## config.mk

```make
export PLATFORM = sky130hd
export DESIGN_NAME = ile_ctrl
export DESIGN_NICKNAME = d
export VERILOG_FILES = /design/src/sv/ile_pkg.sv /design/src/sv/ile_ctrl.sv
export SDC_FILE = /design/constraint.sdc
export NUM_CORES = 1
export LEC_CHECK = 0
export BUFFER_PORTS_ARGS = -buffer_cell sky130_fd_sc_hd__buf_2
export CORE_AREA = 2 2 49 51
export CTS_BUF_LIST = sky130_fd_sc_hd__clkbuf_16
export DETAILED_ROUTE_END_ITERATION = 8
export DIE_AREA = 0 0 51 53
export SLEW_MARGIN = 0
export SYNTH_ARGS = -nofsm -noshare
export SYNTH_HDL_FRONTEND = slang
export SYNTH_SLANG_ARGS = --single-unit
```

## constraint.sdc

```tcl
create_clock -name clk -period 1.7 [get_ports clk]
set_input_delay 0.255 -clock clk [delete_from_list [all_inputs] [get_ports clk]]
set_output_delay 0.255 -clock clk [all_outputs]
set_load 0.02 [all_outputs]
```

## src/sv/ile_pkg.sv

```systemverilog
// Shared types and codes for the integer list engine.
package ile_pkg;

  // Default list capacity
  localparam int DEPTH_DEFAULT = 256;

  // Command codes
  localparam logic [2:0] CMD_APPEND  = 3'd0;
  localparam logic [2:0] CMD_READ    = 3'd1;
  localparam logic [2:0] CMD_FIND    = 3'd2;
  localparam logic [2:0] CMD_BSEARCH = 3'd3;
  localparam logic [2:0] CMD_REM_VAL = 3'd4;
  localparam logic [2:0] CMD_REM_IDX = 3'd5;

  // Status codes
  localparam logic [1:0] ST_OK       = 2'd0;
  localparam logic [1:0] ST_NOTFOUND = 2'd1;
  localparam logic [1:0] ST_IDX_ERR  = 2'd2;
  localparam logic [1:0] ST_FULL     = 2'd3;

  // Datapath operations issued by the controller
  typedef enum logic [3:0] {
    DP_NOP,
    DP_LOAD,
    DP_APPEND,
    DP_STAT,
    DP_RD_IDX,
    DP_RD_CAP,
    DP_SCAN_START,
    DP_SCAN_STEP,
    DP_FOUND,
    DP_SHIFT_START,
    DP_SHIFT_STEP,
    DP_SHIFT_END,
    DP_BS_INIT,
    DP_BS_ISSUE,
    DP_BS_STEP,
    DP_OUT
  } dp_op_t;

  // Controller to datapath command
  typedef struct packed {
    dp_op_t     op;
    logic [1:0] stat;      // status code for DP_STAT
    logic       from_idx;  // shift start taken from the item index
  } ctl_cmd_t;

  // Datapath to controller status
  typedef struct packed {
    logic [2:0] cmd;
    logic       full;
    logic       idx_oob;
    logic       cnt_zero;
    logic       hit;
    logic       at_last;
    logic       bs_open;
  } dp_stat_t;

endpackage

```

## src/sv/ile_ctrl.sv

```systemverilog
// Controller of the integer list engine: command sequencing and handshakes.
module ile_ctrl import ile_pkg::*; (
  input  logic     clk,
  input  logic     rst,
  input  logic     req_valid,
  output logic     req_ready,
  output logic     rsp_valid,
  input  logic     rsp_ready,
  input  dp_stat_t st,
  output ctl_cmd_t ctl
);

  typedef enum logic [2:0] {
    S_IDLE,
    S_DISPATCH,
    S_READ_WAIT,
    S_SCAN,
    S_SHIFT,
    S_BS_CHK,
    S_BS_CMP,
    S_FIN
  } state_t;

  state_t state;
  state_t state_next;

  assign req_ready = (state == S_IDLE);

  // Next state and datapath command
  always_comb begin
    state_next   = state;
    ctl.op       = DP_NOP;
    ctl.stat     = ST_OK;
    ctl.from_idx = 1'b0;
    unique case (state)
      S_IDLE: begin
        if (req_valid) begin
          ctl.op     = DP_LOAD;
          state_next = S_DISPATCH;
        end
      end
      S_DISPATCH: begin
        state_next = S_FIN;
        unique case (st.cmd)
          CMD_APPEND: begin
            if (st.full) begin
              ctl.op   = DP_STAT;
              ctl.stat = ST_FULL;
            end else begin
              ctl.op = DP_APPEND;
            end
          end
          CMD_READ: begin
            if (st.idx_oob) begin
              ctl.op   = DP_STAT;
              ctl.stat = ST_IDX_ERR;
            end else begin
              ctl.op     = DP_RD_IDX;
              state_next = S_READ_WAIT;
            end
          end
          CMD_FIND, CMD_REM_VAL: begin
            if (st.cnt_zero) begin
              ctl.op   = DP_STAT;
              ctl.stat = ST_NOTFOUND;
            end else begin
              ctl.op     = DP_SCAN_START;
              state_next = S_SCAN;
            end
          end
          CMD_BSEARCH: begin
            ctl.op     = DP_BS_INIT;
            state_next = S_BS_CHK;
          end
          CMD_REM_IDX: begin
            if (st.idx_oob) begin
              ctl.op   = DP_STAT;
              ctl.stat = ST_IDX_ERR;
            end else begin
              ctl.op       = DP_SHIFT_START;
              ctl.from_idx = 1'b1;
              state_next   = S_SHIFT;
            end
          end
          default: begin
            ctl.op = DP_NOP;
          end
        endcase
      end
      S_READ_WAIT: begin
        ctl.op     = DP_RD_CAP;
        state_next = S_FIN;
      end
      S_SCAN: begin
        // Compare the entry read last cycle, fetch the next one
        if (st.hit) begin
          if (st.cmd == CMD_FIND) begin
            ctl.op     = DP_FOUND;
            state_next = S_FIN;
          end else begin
            ctl.op     = DP_SHIFT_START;
            state_next = S_SHIFT;
          end
        end else if (st.at_last) begin
          ctl.op     = DP_STAT;
          ctl.stat   = ST_NOTFOUND;
          state_next = S_FIN;
        end else begin
          ctl.op = DP_SCAN_STEP;
        end
      end
      S_SHIFT: begin
        if (st.at_last) begin
          ctl.op     = DP_SHIFT_END;
          state_next = S_FIN;
        end else begin
          ctl.op = DP_SHIFT_STEP;
        end
      end
      S_BS_CHK: begin
        if (st.bs_open) begin
          ctl.op     = DP_BS_ISSUE;
          state_next = S_BS_CMP;
        end else begin
          ctl.op     = DP_STAT;
          ctl.stat   = ST_NOTFOUND;
          state_next = S_FIN;
        end
      end
      S_BS_CMP: begin
        if (st.hit) begin
          ctl.op     = DP_FOUND;
          state_next = S_FIN;
        end else begin
          ctl.op     = DP_BS_STEP;
          state_next = S_BS_CHK;
        end
      end
      S_FIN: begin
        // Hold until the output register is free
        if (!rsp_valid || rsp_ready) begin
          ctl.op     = DP_OUT;
          state_next = S_IDLE;
        end
      end
      default: begin
        state_next = S_IDLE;
      end
    endcase
  end

  // State and response valid
  always_ff @(posedge clk) begin
    if (rst) begin
      state     <= S_IDLE;
      rsp_valid <= 1'b0;
    end else begin
      state <= state_next;
      if (ctl.op == DP_OUT) begin
        rsp_valid <= 1'b1;
      end else if (rsp_ready) begin
        rsp_valid <= 1'b0;
      end
    end
  end

endmodule

```

; ---- Yosys cells after proc, flatten, opt, wreduce, memory -nomap -nowiden
; Index checks and enable logic that the tools add are counted.
; W data, S select, Z words.
[op_classes]
muxes = 39
n_eq_ne = 15
n_reduce_logical = 8
[op_table]
columns = operator, count
row1 = $pmux W4 S8, 1
row2 = $mux W3, 10
row3 = $pmux W3 S8, 1
row4 = $pmux W4 S5, 1
row5 = $eq A3 B3 Y1 const B, 6
row6 = $mux W4, 4
row7 = $mux W1, 14
row8 = $eq A3 B2 Y1 const B, 4
row9 = $pmux W2 S3, 2
row10 = $pmux W3 S4, 1
row11 = $mux W2, 5
row12 = $eq A3 B1 Y1 const B, 2
row13 = $logic_not A3 Y1, 2
row14 = $eq A4 B4 Y1 const B, 1
row15 = $ne A2 B2 Y1 const B, 2
row16 = $reduce_or A2 Y1, 2
row17 = $reduce_and A2 Y1, 1
row18 = $reduce_bool A2 Y1, 1
row19 = $logic_not A1 Y1, 1
row20 = $logic_or A1 B1 Y1, 1
[word_totals]
wordCells = 64
in_bits = 13
ff_bits = 4
output_inout_bits = 9

; ---- Depth between registers and ports, before layout
[logic_depth]
ltp_word = 6
mapped_depth = 5
mapped_depth_nobuf = 4

; ---- Worst setup path before layout
; No wires, ideal clock.
[synth_path]
path_type = reg-to-output
startpoint = register state[1]
endpoint = output ctl[3] (netlist name)
path_buffers = 1
slack_ps = 105
required_ps = 1445
stages_incl_launch_ff = 5
arrival_time_ps = 1340
cell_sequence = dfxtp_1 clkbuf_1 nor2_1 o32a_1 a21oi_1
[synth_rtl]
columns = item, line_no
row1 = "start, declared", ile_ctrl.sv:24  ; state_t state;
row2 = "start signal, assigned", ile_ctrl.sv:158  ; state <= state_next;
row3 = "end, declared", ile_ctrl.sv:10  ; output ctl_cmd_t ctl

==> flow_metrics.py <==
metrics = {
    "clock_network": {
        "cts_buffer_depth": 2,
        "cts_tree": "built",
        "insertion_delay_ps": 220,
        "cts.htree.levels": 1,
        "cts.sinks": 4,
        "postCtsSetupBuffers": 0,
        "cts_buffers": 3,
        "ctsHoldBuffers": 0,
        "clk_pin_slew_ps": 30,
        "cts-root-buf": "clkbuf_16",
    },
    "global_routing": {
        "grt_max_degree": 12,
        "busiest_layer": "met2",
        "globalRouteOverflowTotal": 0,
        "grt_pass1_wl_um": 3040,
        "use_met2": 0.245,
        "grt_pass1_vias": 726,
        "met1_usage": 0.190,
        "use_met3": 0.0169,
        "grt_use_total": 0.147,
        "antenna_found_initial": 0,
    },
    "timing": {
        "fin_skew_ps": 2.91,
        "timing.final.crit_share": 0.980,
        "max_freq_mhz": 600,
        "max_slew_margin": 0.734,
        "hold_viol": 0,
        "final_max_slew_viol_count": 0,
        "rsz0062_at_grt": "yes",
        "worstMarginPinSlew_ps": 396,
        "setup_viol": 0,
        "fin_crit_ps": 1670,
    },
    "placed_design": {
        "portBuffers": 21,
        "post-dp-hpwl_um": 1480,
        "gp_congestion": 0.823,
        "dp.cells": 144,
    },
    "critical_path": {
        "path_buf_inv": 2,
        "startpoint_type": "register",
        "slowest_delay_ps": 410,
        "path_cells": "buf_4, nor4_1, a21oi_1, buf_4",
        "crit_path_frequent_cell": "buf_4",
        "critPathCaptureType": "output pin",
        "cp_slowest_cell": "nor4_1",
        "crit_family": "simple AND/OR/NAND/NOR gates",
        "cp.arrival_ps": 1410,
        "required_ps": 1440,
        "path_max_fanout": 10,
        "critical_path_class": "reg2out",
    },
    "die": {
        "die_area_um2": 2700,
        "placementRows": 17,
        "die_width_um": 51,
        "coreArea_um2": 2150,
        "start_util": 0.290,
        "dieHeight_um": 53,
        "io_pins": 22,
    },
    "final_layout": {
        "diodes": 0,
        "area_growth_pct": 44.4,
        "final_common_cell": "buf_2",
        "utilization": 0.419,
        "instances_no_fill": 147,
        "nets": 134,
        "drive_above_1_share": 0.378,
        "final_cell_mix": "buf_2, nor2_1, buf_4",
    },
    "logic_synthesis": {
        "synth_compound_area_frac": 0.432,
        "ys_types": 35,
        "synth-edff-count": 0,
        "synth.net_count": 107,
        "syn_area_um2": 623,
        "synth.mux.area_fraction": 0.0321,
        "avgSynthCellArea_um2": 6.63,
        "synth-xor-area-share": 0,
        "netlist_top_cells_area": "dfxtp_1, o21ai_0, nor2_1",
        "synth_top_area_share": 0.129,
        "synth_top_family_by_area": "compound AO/OA/AOI/OAI gates",
        "synth_fa_ha_area_frac": 0,
        "synth_area_leader_cell": "dfxtp_1",
        "async_flop_share": 0,
        "syn_inst": 94,
        "ys_seq_area_frac": 0.129,
        "yosys_warnings": 0,
        "ys.flop_type": "dfxtp_1",
        "ys_seq_elements": 4,
        "synthSimpleGateAreaFrac": 0.323,
    },
    "drt": {
        "vias": 771,
        "firstDrtPassIters": 4,
        "antenna_left": 0,
        "drc": 0,
        "vias_per_cell": 5.24,
        "drt-total-wl_um": 1910,
        "routedWlPerCell_um": 13.0,
        "drt-initial-drc-count": 15,
    },
    "pwr": {
        "power_frac_comb": 0.623,
        "ir_worst_vdd_mv": 1.06,
        "p_clk_frac": 0.222,
        "p_per_area_nw_per_um2": 1800,
        "leakagePower_uw": 0.000376,
        "p_int_uw": 897,
        "p_seq_frac": 0.154,
        "power.share.switching": 0.447,
        "p_switching_uw": 726,
    },
    "worst_hold_path": {
        "min-delay-path-class": "in2reg",
    },
    "run": {
        "cap_viol_max_count": 0,
    },
    "run_status": {
        "status": "finished, final reports clean",
    },
}
-- cells by family (layout without fill, tap and decap cells) --
family                 count (synthesis)  count (layout)
buffers and inverters                 10              35
AOI/OAI and AO/OA                     39              39
DFF                                    4               4
and+or+nand+nor                       39              39
muxes                                  2               2
-- per-layer routing --
metal	up-vias	share of wire
met1	345	0.50
met4	0	0
met2	23	0.45
met3	0	0.049
met5	-	0
li1	403	-
-- power by group through the flow --
stage | combinational (uW) | sequential (uW) | clock [uW]
2_1_floorplan | 678 | 160 | 0
3_3_place_gp | 939 | 219 | 0
3_5_place_dp | 948 | 218 | 0
4_1_cts | 965 | 227 | 365
5_1_grt | 1100 | 261 | 370
6_report | 1010 | 250 | 361
-- flip-flops by register name (all words and copies together), names as in the netlist --
signal     flops
state          3
rsp_valid      1
-- path summary, 6_finish.rpt --
check / from / end / cells after the start / slack, ps
max: state[1] / ctl[3] / 4 / 30
min: rst / state[1] / 2 / 230
max reg2reg: state[2] / state[0] / 5 / 410
min reg2reg: rsp_valid / rsp_valid / 2 / 580
-- metrics by stage --
step	setup TNS [ps]	instance area [um^2]	hold slack, ps	power, uW	setup slack [ps]
detailed placement	0	786	459	1170	87.4
finish	0	900	226	1620	34.3
global placement	0	786	460	1160	90.5
global route	-13.8	900	246	1730	-11.3
floorplan	0	623	324	838	105
CTS	0	872	226	1560	5.46
-- synthesized netlist by cell type, types with 2 or more instances --
cell type,number
a21oi_1,9
nand2b_1,4
a21boi_0,2
buf_2,6
nor2b_1,4
nand2_1,5
nor3_1,5
o21ai_0,10
nor2_1,13
a31oi_1,3
mux2i_1,2
o22ai_1,2
a22oi_1,3
inv_1,2
dfxtp_1,4
-- timing repair --
| item | in CTS | in global routing |
|---|---|---|
| pin swaps | 0 | 1 |
| endpoints found under the setup margin | 4 | 3 |
| resized for setup | 6 | 13 |
| cloned | 0 | 0 |
-- worst reg2reg max path, cell delays in order, from the launching register on --
cell	delay, ps
dfxtp_2	360
buf_4	190
nor4b_1	280
o21ai_0	120
a21oi_1	150
nor3_1	50
-- final cells by class --
class | count | area (um^2)
fillers | 226 | 1250
multi-input cells | 80 | 515
repair buffers | 30 | 175
flip-flops and latches | 4 | 88.8
clock buffers | 3 | 75.1
well taps | 28 | 35.0
inverters | 2 | 10.0
No activity file was read; power rests on OpenSTA's default activity.
